[src/design/dcs_addsub.sv]
// Saturating fixed point adder and subtractor with one register.
`default_nettype none

module dcs_addsub #(
  parameter int W = 48
) (
  input  logic         clk,
  input  logic [W-1:0] a,
  input  logic [W-1:0] b,
  input  logic         sub,
  output logic [W-1:0] r,
  output logic         sat
);

  logic [W:0] ax;
  logic [W:0] bx;
  logic [W:0] sum;
  logic       ov;

  assign ax  = {a[W-1], a};
  assign bx  = sub ? (~{b[W-1], b} + 1'b1) : {b[W-1], b};
  assign sum = ax + bx;
  assign ov  = sum[W] != sum[W-1];

  always_ff @(posedge clk) begin
    sat <= ov;
    r   <= ov ? {sum[W], {(W-1){~sum[W]}}} : sum[W-1:0];
  end

endmodule

`default_nettype wire

[config.mk]
export PLATFORM = sky130hd
export DESIGN_NAME = dcs_addsub
export DESIGN_NICKNAME = d
export VERILOG_FILES = /design/src/design/dcs_addsub.sv
export SDC_FILE = /design/constraint.sdc
export NUM_CORES = 1
export LEC_CHECK = 0
export BUFFER_PORTS_ARGS = -buffer_cell sky130_fd_sc_hd__buf_2
export CORE_MARGIN = 5
export CORE_UTILIZATION = 59
export CTS_BUF_LIST = sky130_fd_sc_hd__clkbuf_2 sky130_fd_sc_hd__clkbuf_4 sky130_fd_sc_hd__clkbuf_8
export DETAILED_ROUTE_END_ITERATION = 8
export PLACE_DENSITY_LB_ADDON = 0.15
export SLEW_MARGIN = 5
export SYNTH_ARGS = -nofsm -noshare
export SYNTH_HDL_FRONTEND = slang
export SYNTH_SLANG_ARGS = --single-unit
[constraint.sdc]
create_clock -name clk -period 8.4 [get_ports clk]
set_input_delay 0.84 -clock clk [delete_from_list [all_inputs] [get_ports clk]]
set_output_delay 0.84 -clock clk [all_outputs]
set_load 0.1 [all_outputs]
Yosys cells after proc, flatten, opt, wreduce, memory -nomap -nowiden
Index checks and enable logic that the tools add are counted.
{"block": "totals", "regBits": 49, "input_bits": 98, "output_inout_bits": 49, "elab_cells": 9}
{"block": "op_classes", "add_sub_neg": 2, "eq_ne": 1, "n_mux": 2, "bitwise": 2}
{"op": "$add 49x1->49 const B", "count": 1}
{"op": "$add 49x49->49", "count": 1}
{"op": "$mux 49", "count": 1}
{"op": "$not 49->49", "count": 1}
{"op": "$mux 48", "count": 1}
{"op": "$ne 1x1->1", "count": 1}
{"op": "$not 1->1", "count": 1}

Logic depth before layout (Yosys ltp)
{"block": "logic_depth", "ltp_word": 6, "depth_mapped": 23, "depth_no_buf": 20}

Least setup slack after synthesis
Ideal clock, no wire load.
{"block": "synth_path", "kind": "input -> register", "startpoint": "input port b[6]", "endpoint": "register r[31]", "setup_ps": 59, "arrival_time_ps": 5920, "t_required_ps": 8341, "path_slack_ps": 2421, "stages": 20, "n_path_buf": 3, "path_cell_list": "nor4_1 -> or3b_2 -> or3b_2 -> or3_1 -> or2_2 -> or3_1 -> o31ai_1 -> xnor2_1 -> ha_1 -> clkbuf_1 -> nand2_1 -> nor3_1 -> nand3_1 -> nor2_1 -> a21oi_1 -> o41ai_1 -> xor2_1 -> buf_2 -> clkbuf_1 -> maj3_2"}
{"block": "synth_between", "elab_chain_cells": 6, "elab_cells_between_ends": 7, "cone_classes": "add/sub (2); eq/ne (1); mux (2); bitwise (2)"}
{"element": "from (decl)", "line": "9", "text": "input logic [W-1:0] b,"}
{"element": "$not 49->49", "line": "21", "text": "assign bx = sub ? (~{b[W-1], b} + 1'b1) : {b[W-1], b};"}
{"element": "$add 49x1->49", "line": "21"}
{"element": "$mux 49 (*)", "line": "21"}
{"element": "$add 49x49->49 (*)", "line": "22", "text": "assign sum = ax + bx;"}
{"element": "$ne 1x1->1 or $not 1->1 (tied branches)", "line": "23, 27"}
{"element": "$mux 48 (*)", "line": "27", "text": "r <= ov ? {sum[W], {(W-1){~sum[W]}}} : sum[W-1:0];"}
{"element": "to (signal assigned)", "line": "27"}
{"element": "to (decl)", "line": "11", "text": "output logic [W-1:0] r,"}
Mark *: on every way between the ends. The rest lies on a longest branch, timed or not.

Final worst setup path
{"block": "layout_path", "startpoint": "input port b[4]", "endpoint": "register r[35]"}
The elaborated chain is that of the path after synthesis.

==> flow_summary_export.csv <==
group,metric,value,unit
floorplan,core.rowCount,34,
finish,finalNonFillerCells,895,
grt,grt_pass1_vias,5414,
timing,worst_slew_pin_slew,953,ps
placed_design,port_buffers,146,
routing,via_per_inst,6.21,
setup_path,cp_data_arrival_time,7320,ps
setup_path,cp_data_required_time,8640,ps
floorplan,die_area,10900,sq um
routing,drt_iter0_drc,305,
synth,synth_area,5280,sq um
synth,synth-main-ff-cell,"dfxtp_1",
power_and_ir_drop,leakage,0.00262,uW
timing,finalSetupTns,0,ps
synth,synth_cell_types,52,
clocking,tritoncts,"done",
floorplan,die_w,105,um
setup_path,crit_type,"input pin to register",
clocking,numCtsBuffers,5,
routing,wirelength,15900,um
run,max_cap_violations,0,
timing,final-setup-viol-count,0,
synth,synthSimpleGateAreaFrac,15.8,%
synth,synth_fp_nets,814,
synth,synth_seq_cells,49,
floorplan,start_util,60.5,%
power_and_ir_drop,power.density,327,nW/um^2
clocking,path_clk_slew,100,ps
finish,syn_to_final_growth,16.5,%
run_status,status,"finished clean",
power_and_ir_drop,peakVddDrop,0.000315,V
synth,yosysTopAreaCell,"dfxtp_1",
routing,dr.pass1.iters,5,
clocking,cts.sinks,49,
routing,final_antenna_net_count,0,
floorplan,die_y,105,um
clocking,cts-resized-gates,0,
timing,fmax,141,MHz
timing,max_slew_margin,35.9,%
timing,fin_crit,7080,ps
routing,wl_per_cell,17.7,um
grt,grtUsageTotal,27.9,%
synth,synth-compound-area-share,24.6,%
synth,synth_top_family_by_area,"compound AO/OA/AOI/OAI gates",
setup_path,worstSetupEndpointType,"register",
synth,synth-edff-count,0,
clocking,root_buffer,"clkbuf_8",
clocking,cts_setup_buffers,0,
synth,yosysTopAreaCellShare,18.6,%
power_and_ir_drop,clockPowerShare,7.3,%
synth,async_reset_ff_share,0,%
setup_path,crit_path_max_fanout,25,
routing,drc,0,
synth,synth_xor_area_share,15.4,%
placed_design,place_inst,888,
clocking,cts_buffer_depth,2,
finish,drive_above_1_share,22.7,%
power_and_ir_drop,seqPwrFrac,18.3,%
clocking,htree_num_levels,2,
power_and_ir_drop,p_switching,1280,uW
synth,synth.area.top_cells,"dfxtp_1, ha_1, xnor2_1",
worst_hold_path,hold_path.class,"input pin to register",
synth,yosysWarnings,0,
timing,hold_viol,0,
floorplan,core,8720,sq um
placed_design,dpl.hpwl,13000,um
grt,grt_pass1_wl,25900,um
synth,netlist_instances,664,
power_and_ir_drop,p_sw_share,63.5,%
finish,diodes,0,
synth,muxShareOfSynthArea,0,%
grt,grt_max_degree,51,
synth,synth_commonest_cells,"xnor2_1, a21oi_1, nand2_1",
placed_design,gp_congestion,1.02,
clocking,postCtsHoldBufs,0,
synth,ys_seq_area_share,18.6,%
power_and_ir_drop,combPwrFrac,74.4,%
timing,period_share,84.3,%
power_and_ir_drop,p_int,734,uW
synth,synth_fa_ha_area_share,21.6,%
setup_path,worstSetupStartpointType,"input pin",
routing,num_vias,5557,
synth,avgSynthCellArea,7.95,sq um
floorplan,io_pins,147,
timing,rsz0062_at_grt,"false",
finish,fin_nets,937,
timing,slew_violations,0,
finish,final_util,70.5,%
synth,synth.most_common_cell,"xnor2_1",
grt,antenna_found_initial,0,
grt,grt_overflow,0,
## worst paths after layout
kind              startpoint     to  slack, ps  depth (start not counted)
setup / recovery        b[4]  r[35]       1320                         19
hold / removal          a[0]   r[0]        900                          3
## flip-flops by register name, summed over array words and instances, names as in the netlist
register	cells
r	48
sat	1
## routing by layer
layer | GRT usage [%] | vias to the layer above | part of all wire (%)
met5 | 0 | - | 0
met4 | 9.77 | 0 | 2.4
met3 | 6.60 | 44 | 8.8
met2 | 44.8 | 268 | 45
met1 | 36.8 | 2564 | 43
li1 | - | 2681 | -
## critical path, cell delays in order
cell and delay [ps]:
buf_2 120, nor4_1 500, or3b_2 520, or3b_2 520, or3_1 400, or2_2 340
o41ai_1 370, xnor2_1 140, ha_1 430, a21oi_1 100, o21ai_0 230, nor2_1 100
and2_1 160, a21oi_1 300, a21oi_1 230, o41ai_1 690, xor2_4 690, buf_4 400
maj3_2 230
## power groups by stage
stage	combinational (uW)	sequential [uW]	clock, uW
floorplan	438	1180	0
global placement	1480	370	0
detailed placement	1490	372	0
CTS	1490	368	151
global route	1570	381	164
finish	1500	368	148
## cell usage in the layout, fill, tap and decap left out, drive strengths merged, types with 2 or more instances in the layout
cell type    n
nand4       12
or2          3
and3         2
maj3        47
o41ai        9
or4          7
xnor2       72
nor4         7
o21bai       9
a21boi       5
ha          51
a211oi       4
inv         18
o21ai       42
and2         3
xor2        21
a31oi        4
or3         10
a21oi       67
o21a         4
nor2        30
a221oi       3
a21o        22
o211ai       6
dfxtp       49
o21ba        2
clkbuf       7
buf        148
nand3       10
nand2b       5
nand2       62
o221ai       4
nor3        10
o31ai       14
o2bb2ai      2
a41oi        2
or3b         4
## cell type report
type                       instances  area, sq um
clock buffer                       7         90.1
fill                             744         2570
inverter                          18         67.6
multi-input combinational        565         4130
sequential                        49          981
tap                              108          135
timing repair buffer             148          746
## cells by family (layout without fill, tap and decap cells)
family | Yosys count | in the layout
compound gates | 204 | 204
xor+xnor | 93 | 93
fa+ha+maj | 99 | 99
buf+inv | 50 | 173
flops | 49 | 49
simple gates | 169 | 169
## stage by stage
step	hold WS [ps]	power, uW	area, sq um	setup slack (ps)
after floorplan	1110	1620	5280	2420
after global placement	1220	1850	6060	1420
after detailed placement	1220	1860	6060	1120
after CTS	898	2010	6150	1400
after global routing	918	2110	6150	930
final	899	2010	6150	1320
Power figures use the tool's default switching activity.
