--- src/design/dcs_pkg.sv ---
// Shared types, operation schedule and latency helpers for the damped Cholesky solver.
`default_nettype none

package dcs_pkg;

  // Width and reset value of the pivot floor register.
  localparam int FLOOR_W = 17;
  localparam logic [FLOOR_W-1:0] FLOOR_RESET = 17'd1;

  // Cycles through one pipelined multiplier.
  localparam int MUL_LAT = 4;

  typedef enum logic [2:0] {
    OP_ADD,
    OP_SUB,
    OP_MUL,
    OP_DIV,
    OP_ROOT
  } op_kind_t;

  // Slots of the value vector that travels down the pipeline.
  typedef enum logic [5:0] {
    V_M00, V_M11, V_M22, V_M10, V_M20, V_M21, V_DMP, V_BX, V_BY, V_BZ,
    V_A00, V_A11, V_A22, V_L00, V_L10, V_L20, V_Z0,
    V_P1, V_P2, V_P3, V_P4, V_P5,
    V_S1, V_S2, V_S3, V_S4, V_S5,
    V_L11, V_L21, V_Z1, V_Q1, V_Q2, V_T1, V_T2,
    V_L22, V_Z2, V_Y2, V_R1, V_U1, V_Y1,
    V_V1, V_V2, V_W1, V_W2, V_Y0
  } slot_t;

  localparam int NV = int'(V_Y0) + 1;

  typedef struct packed {
    logic [4:0] phase;
    op_kind_t   kind;
    slot_t      src_a;
    slot_t      src_b;
    slot_t      dst;
  } op_desc_t;

  localparam int NPH  = 19;
  localparam int NOPS = 35;

  // Kind of unit used by each phase, first phase first.
  localparam op_kind_t PH_KIND [NPH] = '{
    OP_ADD, OP_ROOT, OP_DIV, OP_MUL, OP_SUB, OP_ROOT, OP_DIV, OP_MUL, OP_SUB,
    OP_ROOT, OP_DIV, OP_DIV, OP_MUL, OP_SUB, OP_DIV, OP_MUL, OP_SUB, OP_SUB, OP_DIV
  };

  // Each operation reads its operands from the value vector entering its phase.
  localparam op_desc_t OPS [NOPS] = '{
    '{5'd1,  OP_ADD,  V_M00, V_DMP, V_A00},
    '{5'd1,  OP_ADD,  V_M11, V_DMP, V_A11},
    '{5'd1,  OP_ADD,  V_M22, V_DMP, V_A22},
    '{5'd2,  OP_ROOT, V_A00, V_A00, V_L00},
    '{5'd3,  OP_DIV,  V_M10, V_L00, V_L10},
    '{5'd3,  OP_DIV,  V_M20, V_L00, V_L20},
    '{5'd3,  OP_DIV,  V_BX,  V_L00, V_Z0},
    '{5'd4,  OP_MUL,  V_L10, V_L10, V_P1},
    '{5'd4,  OP_MUL,  V_L20, V_L10, V_P2},
    '{5'd4,  OP_MUL,  V_L20, V_L20, V_P3},
    '{5'd4,  OP_MUL,  V_L10, V_Z0,  V_P4},
    '{5'd4,  OP_MUL,  V_L20, V_Z0,  V_P5},
    '{5'd5,  OP_SUB,  V_A11, V_P1,  V_S1},
    '{5'd5,  OP_SUB,  V_M21, V_P2,  V_S2},
    '{5'd5,  OP_SUB,  V_A22, V_P3,  V_S3},
    '{5'd5,  OP_SUB,  V_BY,  V_P4,  V_S4},
    '{5'd5,  OP_SUB,  V_BZ,  V_P5,  V_S5},
    '{5'd6,  OP_ROOT, V_S1,  V_S1,  V_L11},
    '{5'd7,  OP_DIV,  V_S2,  V_L11, V_L21},
    '{5'd7,  OP_DIV,  V_S4,  V_L11, V_Z1},
    '{5'd8,  OP_MUL,  V_L21, V_L21, V_Q1},
    '{5'd8,  OP_MUL,  V_L21, V_Z1,  V_Q2},
    '{5'd9,  OP_SUB,  V_S3,  V_Q1,  V_T1},
    '{5'd9,  OP_SUB,  V_S5,  V_Q2,  V_T2},
    '{5'd10, OP_ROOT, V_T1,  V_T1,  V_L22},
    '{5'd11, OP_DIV,  V_T2,  V_L22, V_Z2},
    '{5'd12, OP_DIV,  V_Z2,  V_L22, V_Y2},
    '{5'd13, OP_MUL,  V_L21, V_Y2,  V_R1},
    '{5'd14, OP_SUB,  V_Z1,  V_R1,  V_U1},
    '{5'd15, OP_DIV,  V_U1,  V_L11, V_Y1},
    '{5'd16, OP_MUL,  V_L10, V_Y1,  V_V1},
    '{5'd16, OP_MUL,  V_L20, V_Y2,  V_V2},
    '{5'd17, OP_SUB,  V_Z0,  V_V1,  V_W1},
    '{5'd18, OP_SUB,  V_W1,  V_V2,  V_W2},
    '{5'd19, OP_DIV,  V_W2,  V_L00, V_Y0}
  };

  function automatic int phase_lat(op_kind_t k, int w, int f);
    case (k)
      OP_MUL:  return MUL_LAT;
      OP_DIV:  return w + f + 2;
      OP_ROOT: return ((w + f + 1) >> 1) + 2;
      default: return 1;
    endcase
  endfunction

  // Cycles from an accepted word to its done strobe, output register included.
  function automatic int pipe_lat(int w, int f);
    int s = 1;
    for (int i = 0; i < NPH; i++) begin
      s += phase_lat(PH_KIND[i], w, f);
    end
    return s;
  endfunction

endpackage

`default_nettype wire

--- src/design/dcs_root.sv ---
// Pipelined square root of a floored pivot, two radicand bits per stage.
`default_nettype none

module dcs_root
  import dcs_pkg::*;
#(
  parameter int W = 48,
  parameter int F = 16
) (
  input  logic               clk,
  input  logic [W-1:0]       a,
  input  logic [FLOOR_W-1:0] flr,
  output logic [W-1:0]       r,
  output logic               sat
);

  localparam int RB = (W + F + 1) / 2;
  localparam int XB = 2 * RB;
  localparam int CW = RB + W;

  logic [RB+1:0]      rem  [RB+1];
  logic [RB-1:0]      root [RB+1];
  logic [XB-1:0]      xs   [RB+1];
  logic [FLOOR_W-1:0] fl;
  logic [W-1:0]       mag;
  logic [W-1:0]       arg;
  logic [CW-1:0]      lim;
  logic               ov;

  // A floor of zero acts as one so that no divisor downstream is zero.
  assign fl  = (flr == '0) ? FLOOR_W'(1) : flr;
  assign mag = a[W-1] ? (~a + 1'b1) : a;
  assign arg = (a[W-1] || (mag < W'(fl))) ? W'(fl) : mag;

  always_ff @(posedge clk) begin
    xs[0]   <= XB'({arg, {F{1'b0}}});
    rem[0]  <= '0;
    root[0] <= '0;
  end

  for (genvar k = 1; k <= RB; k++) begin : g_stage
    logic [RB+1:0] cand;
    logic [RB+1:0] trial;
    logic          ge;

    assign cand  = {rem[k-1][RB-1:0], xs[k-1][XB-1 -: 2]};
    assign trial = {root[k-1], 2'b01};
    assign ge    = cand >= trial;

    always_ff @(posedge clk) begin
      rem[k]  <= ge ? (cand - trial) : cand;
      root[k] <= {root[k-1][RB-2:0], ge};
      xs[k]   <= xs[k-1] << 2;
    end
  end

  assign lim = CW'({1'b0, {(W-1){1'b1}}});
  assign ov  = CW'(root[RB]) > lim;

  always_ff @(posedge clk) begin
    sat <= ov;
    r   <= ov ? lim[W-1:0] : W'(root[RB]);
  end

endmodule

`default_nettype wire

--- config.mk ---
export PLATFORM = sky130hd
export DESIGN_NAME = dcs_root
export DESIGN_NICKNAME = d
export VERILOG_FILES = /design/src/design/dcs_pkg.sv /design/src/design/dcs_root.sv
export SDC_FILE = /design/constraint.sdc
export NUM_CORES = 2
export LEC_CHECK = 0
export ABC_AREA = 1
export BUFFER_PORTS_ARGS = -buffer_cell sky130_fd_sc_hd__buf_2
export CORE_ASPECT_RATIO = 0.8
export CORE_UTILIZATION = 30
export CTS_BUF_LIST = sky130_fd_sc_hd__clkbuf_8
export CTS_CLUSTER_DIAMETER = 50
export CTS_CLUSTER_SIZE = 10
export DETAILED_ROUTE_END_ITERATION = 10
export GPL_TIMING_DRIVEN = 0
export REMOVE_ABC_BUFFERS = 1
export SYNTH_ARGS = -nofsm -noshare
export SYNTH_HDL_FRONTEND = slang
export SYNTH_MEMORY_MAX_BITS = 65536
export SYNTH_SLANG_ARGS = --single-unit
--- constraint.sdc ---
create_clock -name clk -period 2.45 [get_ports clk]
set_clock_uncertainty 0.05 [all_clocks]
set_input_delay 0 -clock clk [delete_from_list [all_inputs] [get_ports clk]]
set_output_delay 0 -clock clk [all_outputs]
set_load 0.01 [all_outputs]
* Yosys cells after proc, flatten, opt, wreduce, memory -nomap -nowiden *
Memories as Yosys holds them, arrays and structs flattened.
Index checks and enable logic that the tools add are counted.

cells by class
  add/subtract/negate cells = 33
  magnitude comparators = 34
  mux-type cells = 36
  bitwise logic cells = 1
  reductions and logical operators = 2

operators with widths
  kind                                                                     number
  34-bit >= comparator                                                     32
  34-bit 2-to-1 mux                                                        32
  34-bit subtractor                                                        32
  48-bit 2-to-1 mux                                                        2
  48-bit by 1-bit adder with 48-bit output (second input constant)         1
  48-bit by 17-bit < comparator with 1-bit output                          1
  48-bit inverter                                                          1
  32-bit by 47-bit > comparator with 1-bit output (second input constant)  1
  47-bit 2-to-1 mux                                                        1
  17-bit logical NOT                                                       1
  17-bit 2-to-1 mux                                                        1
  1-bit logical OR                                                         1

word-level totals
  flip-flop bits (word level) = 49
  bits in writable memories = 4224
  bits of input ports = 66
  output and inout port bits = 49
  word-level logic and storage cells = 112
  memories = 3

memories
  name  depth  bits a word  read ports  clocked after memory_dff  wr ports  line            text
  xs    33     62           32          0                         33        dcs_root.sv:23  logic [XB-1:0] xs [RB+1];
  rem   33     34           32          0                         33        dcs_root.sv:21  logic [RB+1:0] rem [RB+1];
  root  33     32           33          0                         33        dcs_root.sv:22  logic [RB-1:0] root [RB+1];

* Logic depth before layout (Yosys ltp) *
  word-level depth = 6
  depth in mapped cells = 21
  mapped depth without buffers = 19

* Least setup slack after synthesis *
Ideal clock, no wire load.

  path kind = input-to-reg
  from = input port a[47]
  to = memory xs[0][21] (netlist bit)
  library setup time = 0.113 ns
  arrival = 2.535 ns
  data required time = 2.287 ns
  path slack = -0.248 ns
  stages on the path = 16
  path buffers = 5
  cell sequence = buf_2 > clkbuf_1 > clkbuf_1 > buf_1 > nand2_1 > xnor2_1 > ha_1 > nand2_1 > nor2_1 > a2111oi_0 > nand2_1 > nand2_1 > nand2_4 > buf_2 > nand3_1 > nand2_1

RTL lines
  item         line            text
  from (decl)  dcs_root.sv:11  input logic [W-1:0] a,
  to (decl)    dcs_root.sv:23

==> flow_metrics.env <==
export IMPL_status="complete, but fails checks"
export IMPL_violations="negative setup slack"
export IMPL_clockBufferDepth=4
export IMPL_viasPerCell=4.66
export IMPL_routabilityCongestion=0.928
export IMPL_cts_tree="yes"
export IMPL_crit_path_end_kind="register"
export IMPL_sw_frac_of_total_pct=37.8
export IMPL_worstMarginPinSlew_ns=0.735
export IMPL_p_leak_nw=52.5
export IMPL_cap_violations=0
export IMPL_vias=75400
export IMPL_port_buffer_count=97
export IMPL_core_area_mm2=0.298
export IMPL_synth_top_flop_cell="dfxtp_1"
export IMPL_p_per_area_mw_per_mm2=918
export IMPL_pwr_share_clk_pct=20.6
export IMPL_crit_path_max_fanout=5
export IMPL_met2_length_um=107000
export IMPL_cts_made_buffers=248
export IMPL_syn_inst=11200
export IMPL_clk_latency_ns=1.05
export IMPL_finalSetupViolCount=83
export IMPL_finalMaxSlewViolations=0
export IMPL_ff2ff_path_depth=12
export IMPL_top_layer="met5"
export IMPL_die_area_mm2=0.302
export IMPL_synth_enable_flop_cells=0
export IMPL_hold_violations=0
export IMPL_synth_top_area_share_pct=46.6
export IMPL_synthDistinctLibCells=69
export IMPL_final_cell_mix="1,922 x dfxtp_1, 1,722 x nand2_1, 1,575 x inv_1"
export IMPL_ir_drop_mv=0.513
export IMPL_power_w=0.106
export IMPL_route_met3_wl_um=19000
export IMPL_final_common_cell="dfxtp_1"
export IMPL_drc_errors=0
export IMPL_fin_nets=12800
export IMPL_yosys_warnings=0
export IMPL_rrSetupSlack_ns=-0.34
export IMPL_postRouteAntennaNets=0
export IMPL_critical_path_slowest_cell="dfxtp_2"
export IMPL_die_h_um=492
export IMPL_netlist_top_cells_area="dfxtp_1 47%, nand2_1 8.5%, ha_1 7.8%"
export IMPL_htree_levels=4
export IMPL_dp_cells=15200
export IMPL_relSlewSlack_pct=50.9
export IMPL_grt_pass1_wl_um=383000
export IMPL_drtIter0Drc=5815
export IMPL_seqPwrFrac_pct=45.7
export IMPL_internal_power_w=0.0657
export IMPL_dpl_hpwl_um=179000
export IMPL_wl_met1_um=121000
export IMPL_dr_pass1_iters=6
export IMPL_io_pin_count=115
export IMPL_period_share_pct=114
export IMPL_grt_max_degree=45
export IMPL_path_class="reg2reg"
export IMPL_setup_tns_final_ns=-6.02
export IMPL_avgSynthCellArea_um2=8.03
export IMPL_cp_startpoint="root[11][10]"
export IMPL_final_util_pct=38.7
export IMPL_hp_class="in2reg"
export IMPL_path_cells="inv_2, ha_4, inv_4, or2_4, nor2_4, nand4_1, nor3_2, a31oi_2, nand2_4, nand3b_1, nor2_2, xor2_2"
export IMPL_pre_cts_slack_ns=-2.03
export IMPL_synth_seq_cells=2098
export IMPL_endpoint="rem[0][425]"
export IMPL_finalCriticalPeriod_ns=2.79
export IMPL_worstPathRequired_ns=3.24
export IMPL_cts_sinks=2098
export IMPL_timing_fmax_ghz=0.358
export IMPL_fin_ws_ns=-0.344
export IMPL_path_clk_slew_ns=0.07
export IMPL_grt_pass1_vias=70400
export IMPL_fp_dieW_um=615
export IMPL_start_util_pct=30.2
export IMPL_grt_overflow=0
export IMPL_synthArstFlopShare_pct=0
export IMPL_max_stage_delay_ns=0.35
export IMPL_track_usage_pct=15.6
export IMPL_r2r_start="root[11][10]"
export IMPL_worstPathArrival_ns=3.58
export IMPL_drive_gt1_share_pct=21.9
export IMPL_area_delta_synth_final_pct=27.9
export IMPL_switchingPower_w=0.0400
export IMPL_rows=179
export IMPL_yosys_area_top_type="dfxtp_1"
export IMPL_antenna_found_initial=7
export IMPL_pwr_share_comb_pct=33.7
export IMPL_critPathLaunchType="register"
export IMPL_instances_no_fill=16200
export IMPL_rsz0062_at_grt="yes"
export IMPL_yosysSeqAreaShare_pct=46.6
export IMPL_r2r_end="rem[0][425]"
export IMPL_wire_per_inst_um=15.7
export IMPL_cts_root_buffer="clkbuf_8"
export IMPL_wl_um=254000
export IMPL_synth_area_mm2=0.0900
## worst max-delay path, delay by kind of cell, from the launching register on
| family | cells | cell delay, ns |
|---|---|---|
| adder cells (fa/ha/maj) | 1 | 0.27 |
| buffers and inverters | 2 | 0.08 |
| AO/OA/AOI/OAI | 1 | 0.17 |
| AND/OR/NAND/NOR | 7 | 1.41 |
| XOR/XNOR | 1 | 0.33 |
| flip-flops | 1 | 0.35 |
## routing by layer
metal / global-route usage, % / vias to the layer above
met5: 0 / -
li1: - / 37900
met1: 22.6 / 34700
met4: 4.30 / 4
met3: 3.33 / 451
met2: 23.3 / 2379
## worst min-delay path by stage
stage | start | to | depth (start not counted)
finish | a[47] | xs[0][17] | 12
global route | a[47] | xs[0][17] | 12
CTS | a[47] | xs[0][39] | 4
detailed placement | flr[1] | xs[0][15] | 3
global placement | flr[1] | xs[0][15] | 3
floorplan | a[47] | xs[0][43] | 1
## synthesized netlist by cell type, types with 37 or more instances
| library cell | number |
|---|---|
| ha_1 | 563 |
| xor2_1 | 364 |
| or2_2 | 72 |
| o21bai_1 | 37 |
| o211ai_1 | 42 |
| o21ai_1 | 71 |
| inv_1 | 1632 |
| nand2_1 | 2047 |
| o21a_1 | 40 |
| dfxtp_1 | 2098 |
| nand3_1 | 384 |
| nor4_1 | 88 |
| a21o_1 | 48 |
| nand4_1 | 128 |
| clkbuf_1 | 56 |
| a31oi_1 | 55 |
| o21ai_0 | 679 |
| nor2_1 | 1222 |
| buf_2 | 44 |
| nor3_1 | 180 |
| xnor2_1 | 357 |
| a21oi_1 | 731 |
## flip-flops by register name, summed over array words and instances (netlist names)
signal	cells
r	32
rem	938
root	528
xs	600
## power groups by stage
stage	clock network [W]	logic, W	registers [W]
floorplan	0	0.0209	0.0454
global placement	0	0.0269	0.0480
detailed placement	0	0.0270	0.0479
CTS	0.0226	0.0313	0.0476
global route	0.0241	0.0395	0.0490
finish	0.0218	0.0357	0.0483
## per-stage QoR
stage	instance area (um^2)	hold WS [ns]
after floorplan	89400	0.0212
after global placement	94900	0.185
after detailed placement	95000	0.187
after CTS	108000	0.000491
after global routing	115000	0.00812
final	115000	0.0332
## timing repair
item,in CTS,in global routing
setup endpoints to repair,879,824
buffers inserted,254,196
hold buffers,177,3
hold endpoints to repair,47,16
pin swaps,197,347
gates cloned,77,12
resized for setup,1225,1282
## layout make-up
class	instances	area [um^2]
Fill cell	29800	183000
Timing Repair Buffer	734	6710
Timing Repair inverter	57	566
Multi-Input combinational cell	7369	50300
Antenna cell	2	5.00
Clock inverter	34	388
Inverter	1649	6430
Sequential cell	2098	42300
Clock buffer	255	3510
Tap cell	3982	4980
## logic make-up (layout without fill, tap and decap cells)
| kind of cell | count (synthesis) | count (layout) | synth area share (%) |
|---|---|---|---|
| buffers and inverters | 1785 | 2729 | 7.65 |
| XOR/XNOR | 721 | 721 | 7.01 |
| other | 1 | 21 | 0.00416 |
| AND/OR/NAND/NOR | 4222 | 4237 | 19.6 |
| multiplexers | 1 | 1 | 0.0125 |
| adder cells (fa/ha/maj) | 570 | 570 | 7.98 |
| AO/OA/AOI/OAI | 1821 | 1821 | 11.1 |
| flip-flops | 2098 | 2098 | 46.6 |
(Power assumes the default switching activity.)
