File: src/design/dcs_delay.sv
// Delay line that carries a value vector and its valid bit through a fixed number of cycles.
`default_nettype none

module dcs_delay #(
  parameter int WIDTH = 8,
  parameter int DEPTH = 1
) (
  input  logic             clk,
  input  logic             rst,
  input  logic             in_valid,
  input  logic [WIDTH-1:0] in_data,
  output logic             out_valid,
  output logic [WIDTH-1:0] out_data
);

  logic [WIDTH-1:0] data_q [DEPTH];
  logic [DEPTH-1:0] vld_q;

  always_ff @(posedge clk) begin
    if (rst) begin
      vld_q <= '0;
    end else begin
      vld_q[0] <= in_valid;
      for (int i = 1; i < DEPTH; i++) begin
        vld_q[i] <= vld_q[i-1];
      end
    end
  end

  always_ff @(posedge clk) begin
    data_q[0] <= in_data;
    for (int i = 1; i < DEPTH; i++) begin
      data_q[i] <= data_q[i-1];
    end
  end

  assign out_valid = vld_q[DEPTH-1];
  assign out_data  = data_q[DEPTH-1];

endmodule

`default_nettype wire

File: config.mk
export PLATFORM = sky130hd
export DESIGN_NAME = dcs_delay
export DESIGN_NICKNAME = d
export VERILOG_FILES = /design/src/design/dcs_delay.sv
export SDC_FILE = /design/constraint.sdc
export NUM_CORES = 1
export LEC_CHECK = 0
export BUFFER_PORTS_ARGS = -buffer_cell sky130_fd_sc_hd__buf_2
export CAP_MARGIN = 15
export CORE_AREA = 2 2 39 41
export CTS_CLUSTER_DIAMETER = 150
export CTS_CLUSTER_SIZE = 14
export DETAILED_ROUTE_END_ITERATION = 8
export DIE_AREA = 0 0 41 43
export PLACE_DENSITY_LB_ADDON = 0.05
export RECOVER_POWER = 25
export SKIP_LAST_GASP = 1
export SYNTH_ARGS = -nofsm -noshare
export SYNTH_HDL_FRONTEND = slang
export SYNTH_SLANG_ARGS = --single-unit
File: constraint.sdc
create_clock -name clk -period 0.8 [get_ports clk]
set_input_delay 0.16 -clock clk [delete_from_list [all_inputs] [get_ports clk]]
set_output_delay 0.16 -clock clk [all_outputs]
set_load 0.03 [all_outputs]
* Word-level counts from Yosys, hierarchy flattened
Memory sizes are Yosys's and may differ from the RTL's.
Cells that the tools add are included.
Widths: inputs -> output; s select.
** Storage, ports and cells
- Register bits after elaboration :: 1
- Memory bits (writable) :: 8
- Input port bits :: 11
- Output and inout port bits :: 9
- Word-level logic and storage cells :: 2
- Memories kept :: 1
** Memories
- data_q :: depth 1, bits a word 8, read ports 1, clocked after Yosys merged registers in 0, wr ports 1, RTL line 16 : logic [WIDTH-1:0] data_q [DEPTH];

* Longest topological paths before layout
Gate-level depths: netlist of run 1.
- Word-level depth :: 0
- Gate-level depth with buffers :: 1
- Mapped depth without buffers :: 1

* Worst setup path before layout of run 1
Ideal clock, no wire load.
- Path type :: reg-to-output
- Start point :: memory data_q[0][0]
- End point :: output port out_data[0]
- Data arrival time :: 0.459 ns
- Required time :: 0.640 ns
- Setup slack :: 0.181 ns
- Cell stages (with the launch flop) :: 1
- Buffers on the path :: 0
- Cell sequence :: dfxtp_1
** RTL lines
- start, declared :: RTL line 16
- end, declared :: RTL line 13 : output logic [WIDTH-1:0] out_data

==> results.md, run 1 <==
* Adder-cell share of the synthesized area at 0%
* Area contributors post-synth: dfxtp_1 (93%), nor2b_4 (7.1%)
* Worst hold margin at 0.0130 ns
* Slowest-stage cell, CP: dfxtp_2
* Gpl congestion at 0.564
* Max-slew headroom at 95.1%
* Violated checks: setup timing
* Top delay family on crit path: flip-flops
* Fmax at 1160 MHz
* Syn_area_per_cell at 19.4 um^2
* Core box area at 1380 um^2
* Clock share of power at 34.5%
* Net Count, Synth at 21
* Synthesized instance count at 10
* Internal at 0.000746 W
* Total GRT Usage at 6.75%
* XOR/XNOR Fraction of Synth Area at 0%
* Antenna violations before repair at 0
* WL per Instance at 9.74 um
* Finish-stage setup viols at 9
* Post-synth top flop: dfxtp_1
* Drt pass-1 iters at 1
* Crit path to: out_data[5]
* PnR worst setup slack at -0.0638 ns
* Die area at 1760 um^2
* Total number of vias at 177
* Worst slew pin tran at 0.0731 ns
* Status: complete, but fails checks
* Post-synthesis mux area share at 0%
* Most frequent cells after synthesis: dfxtp_1 (9), nor2b_4 (1)
* Diodes inserted at 0
* Switching share of total power at 22.9%
* First-pass GRT wire length at 662 um
* Buf+Inv Stages, Crit Path at 1
* Htree depth at 1
* Root Buffer: clkbuf_4
* Post-synth EDFFs at 0
* Leakage at 0.209 nW
* Total chip power at 0.000968 W
* Hold Crit Class: in2reg
* Post-route cell area at 443 um^2
* Endpoints failing hold at 0
* # IOs at 20
* Critical path data arrival time at 0.70 ns
* Area Growth Syn to Fin at 128%
* Worst Path Required at 0.64 ns
* Simple-gate share of the synthesized area at 7.10%
* Max cap viols at 0
* Core Util, Final at 32.0%
* DRT Wirelength at 516 um
* Via density at 3.34
* Layout cells sized above 1 at 86.5%
* Largest stage delay on the critical path at 0.33 ns
* Final ANT Viol Nets at 0
* Worst Setup Slack post-DPL at 0.150 ns
* Area share of the largest cell type after synthesis at 92.9%
* Largest net degree at the start of global routing at 6
* Clk buf depth at 2
* Endpoint class of the critical path: output pin
* Vias in the first global route at 157
* Worst path cell trace: buf_6
* IO Port Bufs at 19
* Final period utilization at 108%
* Compound-Gate Fraction of Synth Area at 0%
* Worst Setup SP: data_q[0][5]
* Synthesis Warnings at 0
* Post-synth ARST share at 0%
* DRC violation count after routing at 0
* Flops & latches, synth at 9
* Total gr overflow at 0
* Main combinational cell family by area after synthesis: simple AND/OR/NAND/NOR gates
* Path length in cells of the critical path at 1
* Comb power frac at 15.0%
* Sequential area share after synthesis at 92.9%
* Maximum vdd drop at 0.000766 V
* Starting density of the core at 14.0%
* CTS sink cnt at 9
* Die H at 43 um
* # rows at 14
* Top-count cell post-synth: dfxtp_1
* RSZ-0062 raised after global routing: yes
* DRT iter0 DRCs at 0
* DP Area at 309 um^2
* CP max FO at 1
* P_sw at 0.000222 W
* CTS Buf Count at 3
* Final-stage net count at 49
* Power density over cell area at 2190 nW/um^2
* Mapped Area at 194 um^2
* Slew Viols, Final at 0
* Synth area leader: dfxtp_1
* Die X-Extent at 41 um
* Reg power frac at 50.5%
* Fillers at 139
* CP Launch Type: register
* CTS tree: built
* Min Clock Period, post-route at 0.864 ns
* Crit Path Class: reg2out
* Netlist cell types at 2
* Clk slew on worst S/H paths at 0.06 ns
## power by group through the flow
stage,Combinational (W),Clock (W),Sequential [W]
final,0.000146,0.000334,0.000489
after global routing,0.000153,0.000370,0.000490
after CTS,0.000144,0.000355,0.000489
after detailed placement,0.000105,0,0.000488
after global placement,0.000104,0,0.000489
after floorplan,0.00000442,0,0.000538
## final cells by class
class | instances | area (um^2) | share of cell area (%)
tap | 16 | 20.0 | 4.52
clock buffer | 4 | 26.3 | 5.93
multi-input combinational | 1 | 13.8 | 3.11
timing repair buffer | 23 | 191 | 43.2
sequential | 9 | 191 | 43.2
## layer usage
layer	share of wire, %	global-route usage, %	vias to the layer above
li1	-	-	84
met1	50	8.14	67
met2	29	5.94	22
met3	18	7.33	4
met4	2.7	6.00	0
met5	0	0	-
## cell families after synthesis
family,Yosys count
simple gates,1
flops,9
## state kept, by name, indices dropped and copies added, names as in the netlist
signal	count
data_q	8
out_valid	1
## cell usage in the layout, fill, tap and decap left out
master / Yosys / final
buf_2: 0 / 10
buf_6: 0 / 9
dlygate4sd3_1: 0 / 4
nor2b_4: 1 / 1
clkbuf_4: 0 / 3
dfxtp_2: 0 / 9
clkbuf_1: 0 / 1
## how the worst min path moves through the flow
stage / start / end / slack [ns] / cells past startpoint
CTS: in_data[7] / data_q[0][7] / 0.0002 / 1
floorplan: in_data[0] / data_q[0][0] / 0.19 / 0
detailed placement: in_data[0] / data_q[0][0] / 0.27 / 1
global route: in_data[3] / data_q[0][3] / 0.003 / 1
finish: in_data[4] / data_q[0][4] / 0.01 / 1
global placement: in_data[5] / data_q[0][5] / 0.26 / 1
## through the flow
step	cells	setup TNS [ns]
global placement	45	0
CTS	52	-0.633
global route	53	-0.758
detailed placement	45	0
finish	53	-0.501
floorplan	10	0
## repair_timing
item                       CTS  global route
hold endpoints to repair     3             1
gates resized for setup     27             0
setup endpoints to repair    9             9
buffers inserted             0             0
hold buffers                 3             1
Power figures use the tool's default switching activity.
==> inputs of run 2 (changes only) <==
Settings changed: MAX_ROUTING_LAYER set to met4.
==> results.md, run 2 (synthesized netlist as in run 1, its figures left out) <==
* DRC violation count after routing at 0 (unchanged)
* Largest net degree at the start of global routing at 6 (unchanged)
* Leakage at 0.209 nW (unchanged)
* DRT iter0 DRCs at 0 (unchanged)
* Slew Viols, Final at 0 (unchanged)
* Max-slew headroom at 95.1% (unchanged)
* Largest register FFs at 8 (unchanged)
* Worst path cell trace: buf_6
* CP max FO at 1 (unchanged)
* Fmax at 1160 MHz (about the same)
* Gpl congestion at 0.566 (+0.44%)
* Worst Path Required at 0.64 ns (about the same)
* Path length in cells of the critical path at 1 (unchanged)
* Min Clock Period, post-route at 0.864 ns (+0.0000939 ns)
* Top delay family on crit path: flip-flops
* Endpoints failing hold at 0 (unchanged)
* Switching share of total power at 22.9% (about the same)
* Area Growth Syn to Fin at 128% (unchanged)
* Slowest-stage cell, CP: dfxtp_2
* Reg power frac at 50.5% (about the same)
* Violated checks: setup timing
* Core box area at 1380 um^2 (unchanged)
* Finish-stage setup viols at 9 (unchanged)
* Hold Crit Class: in2reg
* Final period utilization at 108% (about the same)
* Post-route cell area at 443 um^2 (unchanged)
* IO Port Bufs at 19 (unchanged)
* Worst slew pin tran at 0.0731 ns (unchanged)
* Final cell count without fillers at 53 (unchanged)
* Buf+Inv Stages, Crit Path at 1 (unchanged)
* Crit path to: out_data[5]
* Die X-Extent at 41 um (unchanged)
* Top routing layer used: met4
* Wl on met1 at 266 um (+3.5%)
* Max cap viols at 0 (unchanged)
* CTS sink cnt at 9 (unchanged)
* CTS Buf Count at 3 (unchanged)
* Maximum vdd drop at 0.000766 V (about the same)
* CP Launch Type: register
* PnR worst setup slack at -0.0639 ns (-0.0000939 ns)
* Endpoint class of the critical path: output pin
* Total number of vias at 177 (unchanged)
* CTS tree: built
* Worst Setup SP: data_q[0][5]
* Largest stage delay on the critical path at 0.33 ns (about the same)
* Status: complete, but fails checks
* Root Buffer: clkbuf_4
* Diodes inserted at 0 (unchanged)
* # IOs at 20 (unchanged)
* Total GRT Usage at 6.92% (+0.17 points)
* Fillers at 139 (unchanged)
* # rows at 14 (unchanged)
* DRT Wirelength at 518 um (+0.39%)
* Commonest non-fill, non-tap cell in the layout: buf_2
* Hold path startpoint: in_data[4]
* Htree depth at 1 (unchanged)
* Clk buf depth at 2 (unchanged)
* Critical path data arrival time at 0.70 ns (about the same)
* Layout cells sized above 1 at 86.5% (unchanged)
* DP Area at 309 um^2 (unchanged)
* Power density over cell area at 2190 nW/um^2 (about the same)
* Internal at 0.000746 W (about the same)
* P_sw at 0.000222 W (about the same)
* Drt pass-1 iters at 1 (unchanged)
* Most flops, register: data_q
* WL per Instance at 9.77 um (+0.39%)
* Dpl cells at 45 (unchanged)
* Clock share of power at 34.5% (about the same)
* Routed length on met2 at 149 um (+0.68%)
* Total gr overflow at 0 (unchanged)
* Comb power frac at 15.0% (about the same)
* First-pass GRT wire length at 662 um (unchanged)
* Via density at 3.34 (unchanged)
* Starting density of the core at 14.0% (unchanged)
* Antenna violations before repair at 0 (unchanged)
* Die area at 1760 um^2 (unchanged)
* Crit Path Class: reg2out
* Final-stage net count at 49 (unchanged)
* Clk slew on worst S/H paths at 0.06 ns (about the same)
* Final ANT Viol Nets at 0 (unchanged)
* Met3 WL post-DR at 88 um (-7.4%)
* Die H at 43 um (unchanged)
* Most frequent cells in the layout: buf_2 (10), dfxtp_2 (9), buf_6 (9), dlygate4sd3_1 (4), clkbuf_4 (3)
* RSZ-0062 raised after global routing: yes
* Vias in the first global route at 157 (unchanged)
==> run 2: cell counts in the layout (fill, tap and decap cells not counted) <==
No cell type changed its count.
==> run 2: area by class of cell <==
| cell class | count | area, um^2 | share of cell area [%] |
|---|---|---|---|
| Clock buffer | 4 | 26.3 | 5.93 |
| Tap cell | 16 | 20.0 | 4.52 |
| Sequential cell | 9 | 191 | 43.2 |
| Timing Repair Buffer | 23 | 191 | 43.2 |
| Multi-Input combinational cell | 1 | 13.8 | 3.11 |
==> run 2: worst min-delay path by stage <==
stage | to | slack, ns | depth (start not counted)
finish | data_q[0][4] | 0.01 | 1
global route | data_q[0][3] | 0.003 | 1
CTS | data_q[0][7] | 0.0002 | 1
detailed placement | data_q[0][0] | 0.27 | 1
global placement | data_q[0][5] | 0.26 | 1
floorplan | data_q[0][0] | 0.19 | 0
==> run 2: repair_timing <==
item / in CTS / in global routing
setup buffers: 0 / 0
gates resized for setup: 27 / 0
setup endpoints to repair: 9 / 9
hold buffers: 3 / 1
hold endpoints to repair: 3 / 1
==> run 2: through the flow <==
step	hold slack (ns)	worst slack [ns]	utilization, %	power, W	setup TNS (ns)
after floorplan	0.188	0.181	-	0.000542	0
after global placement	0.264	0.148	22.3	0.000592	0
after CTS	0.000151	-0.0796	31.3	0.000988	-0.633
final	0.0129	-0.0639	32.0	0.000968	-0.502
after detailed placement	0.266	0.150	22.3	0.000593	0
after global routing	0.00303	-0.0963	32.0	0.00101	-0.758
==> run 2: routing by layer <==
layer | GRT usage (%) | vias up
met2 | 5.94 | 22
met4 | 6.00 | 0
met1 | 8.79 | 67
met3 | 6.28 | 4
li1 | - | 84
met5 | - | -
==> run 2: power groups by stage <==
| stage | Sequential, W | Clock [W] | Combinational, W |
|---|---|---|---|
| 2_1_floorplan | 0.000538 | 0 | 0.00000442 |
| 3_3_place_gp | 0.000489 | 0 | 0.000104 |
| 3_5_place_dp | 0.000488 | 0 | 0.000105 |
| 4_1_cts | 0.000489 | 0.000355 | 0.000144 |
| 5_1_grt | 0.000490 | 0.000370 | 0.000153 |
| 6_report | 0.000489 | 0.000334 | 0.000146 |
==> inputs of run 3 (changes only) <==
==> constraint.sdc (replaced) <==
create_clock -name clk -period 0.8 [get_ports clk]
set_input_delay 0.12 -clock clk [delete_from_list [all_inputs] [get_ports clk]]
set_output_delay 0.12 -clock clk [all_outputs]
set_load 0.03 [all_outputs]
==> results.md, run 3 (synthesized netlist as in run 1, its figures left out) <==
* CTS sink cnt at 9 (unchanged)
* Fmax at 1210 MHz (+4.8%)
* Final ANT Viol Nets at 0 (unchanged)
* Critical path data arrival time at 0.70 ns (about the same)
* Die X-Extent at 41 um (unchanged)
* CP Launch Type: register
* Maximum vdd drop at 0.000768 V (+0.24%)
* Power density over cell area at 2050 nW/um^2 (-6.1%)
* DRT Wirelength at 545 um (+5.2%)
* Fillers at 132 (-5.0%)
* Die H at 43 um (unchanged)
* Clk buf depth at 2 (unchanged)
* Violated checks: setup timing
* Core box area at 1380 um^2 (unchanged)
* Vias in the first global route at 179 (+14%)
* CP max FO at 1 (unchanged)
* Gpl congestion at 0.566 (unchanged)
* Worst slew pin tran at 0.0731 ns (-0.000000119 ns)
* Largest net degree at the start of global routing at 6 (unchanged)
* Endpoint class of the critical path: output pin
* Antenna violations before repair at 0 (unchanged)
* Buf+Inv Stages, Crit Path at 1 (unchanged)
* Slew Viols, Final at 0 (unchanged)
* Post-Route Setup TNS at -0.148 ns (+0.354 ns)
* Worst hold margin at 0.0164 ns (+0.00356 ns)
* Worst path cell trace: buf_6
* Root Buffer: clkbuf_4
* Worst Path Required at 0.68 ns (+0.04 ns)
* # rows at 14 (unchanged)
* IO Port Bufs at 19 (unchanged)
* Final-stage net count at 53 (+8.2%)
* Final period utilization at 103% (-4.9 points)
* Most frequent cells in the layout: buf_2 (10), dfxtp_2 (9), buf_6 (9), dlygate4sd3_1 (8), clkbuf_4 (3)
* Postcts setup bufs at 0 (unchanged)
* Leakage at 0.222 nW (+6.1%)
* Hold Crit Class: in2reg
* Crit Path Class: reg2out
* Total GRT Usage at 7.13% (+0.21 points)
* CTS Buf Count at 3 (unchanged)
* Largest stage delay on the critical path at 0.33 ns (about the same)
* Total number of vias at 189 (+6.8%)
* CTS tree: built
* Slowest-stage cell, CP: dfxtp_2
* RSZ-0062 raised after global routing: yes
* Layout cells sized above 1 at 78.0% (-8.4 points)
* Htree depth at 1 (unchanged)
* Largest register FFs at 8 (unchanged)
* DRC violation count after routing at 0 (unchanged)
* Area Growth Syn to Fin at 146%
* Drt pass-1 iters at 1 (unchanged)
* Status: complete, but fails checks
* PnR worst setup slack at -0.0246 ns (+0.0394 ns)
* Max cap viols at 0 (unchanged)
* Die area at 1760 um^2 (unchanged)
* Clk slew on worst S/H paths at 0.06 ns (about the same)
* Hold depth at 2 (+1)
* Finish-stage setup viols at 9 (unchanged)
* DRT iter0 DRCs at 0 (unchanged)
* Starting density of the core at 14.0% (unchanged)
* Total gr overflow at 0 (unchanged)
* # IOs at 20 (unchanged)
* Min Clock Period, post-route at 0.825 ns (-0.0394 ns)
* Hold path startpoint: rst
* Via density at 3.32 (-0.71%)
* Top delay family on crit path: flip-flops
* Max-slew headroom at 95.1% (unchanged)
* Hold EP: out_valid
* Commonest non-fill, non-tap cell in the layout: buf_2
* Worst Setup Slack post-DPL at 0.190 ns (+0.0400 ns)
* WL per Instance at 9.56 um (-2.2%)
* Most flops, register: data_q
* First-pass GRT wire length at 696 um (+5.1%)
* Endpoints failing hold at 0 (unchanged)
* Diodes inserted at 0 (unchanged)
## run 3: per-layer routing
metal / vias to the layer above / track usage [%] / wire [um]
met5: - / - / 0
met2: 22 / 7.19 / 166
li1: 92 / - / -
met4: 0 / 6.00 / 14
met3: 4 / 6.28 / 84
met1: 71 / 8.14 / 280
## run 3: worst max path at each step
| stage | start | to | depth (start not counted) |
|---|---|---|---|
| floorplan | data_q[0][0] | out_data[0] | 0 |
| global placement | data_q[0][0] | out_data[0] | 1 |
| detailed placement | data_q[0][5] | out_data[5] | 1 |
| CTS | data_q[0][5] | out_data[5] | 1 |
| global route | data_q[0][5] | out_data[5] | 1 |
| finish | data_q[0][5] | out_data[5] | 1 |
## run 3: stage by stage
stage                     cell area, um^2  total power [W]  cells  utilization (%)
after CTS                             483          0.00101     57             34.9
after detailed placement              309         0.000593     45             22.3
final                                 478         0.000981     57             34.5
after floorplan                       194         0.000542     10                -
after global placement                309         0.000592     45             22.3
after global routing                  478          0.00103     57             34.5
## run 3: power breakdown
group	internal, W	leakage (nW)	switching (W)
logic	0.0000880	0.130	0.0000695
clock network	0.000191	0.0150	0.000143
registers	0.000478	0.0762	0.0000113
total	0.000757	0.222	0.000224
## run 3: cell type report
type | count | area [um^2] | share of cell area (%)
repair buffers | 27 | 231 | 48.4
flip-flops and latches | 9 | 191 | 40.1
clock buffers | 4 | 26.3 | 5.50
well taps | 16 | 20.0 | 4.19
multi-input cells | 1 | 8.76 | 1.83
## run 3: timing repair
| item | 4_1_cts | 5_1_grt |
|---|---|---|
| hold buffers | 8 | 0 |
| hold endpoints to repair | 8 | 0 |
| gates resized for setup | 27 | 0 |
| endpoints found under the setup margin | 9 | 9 |
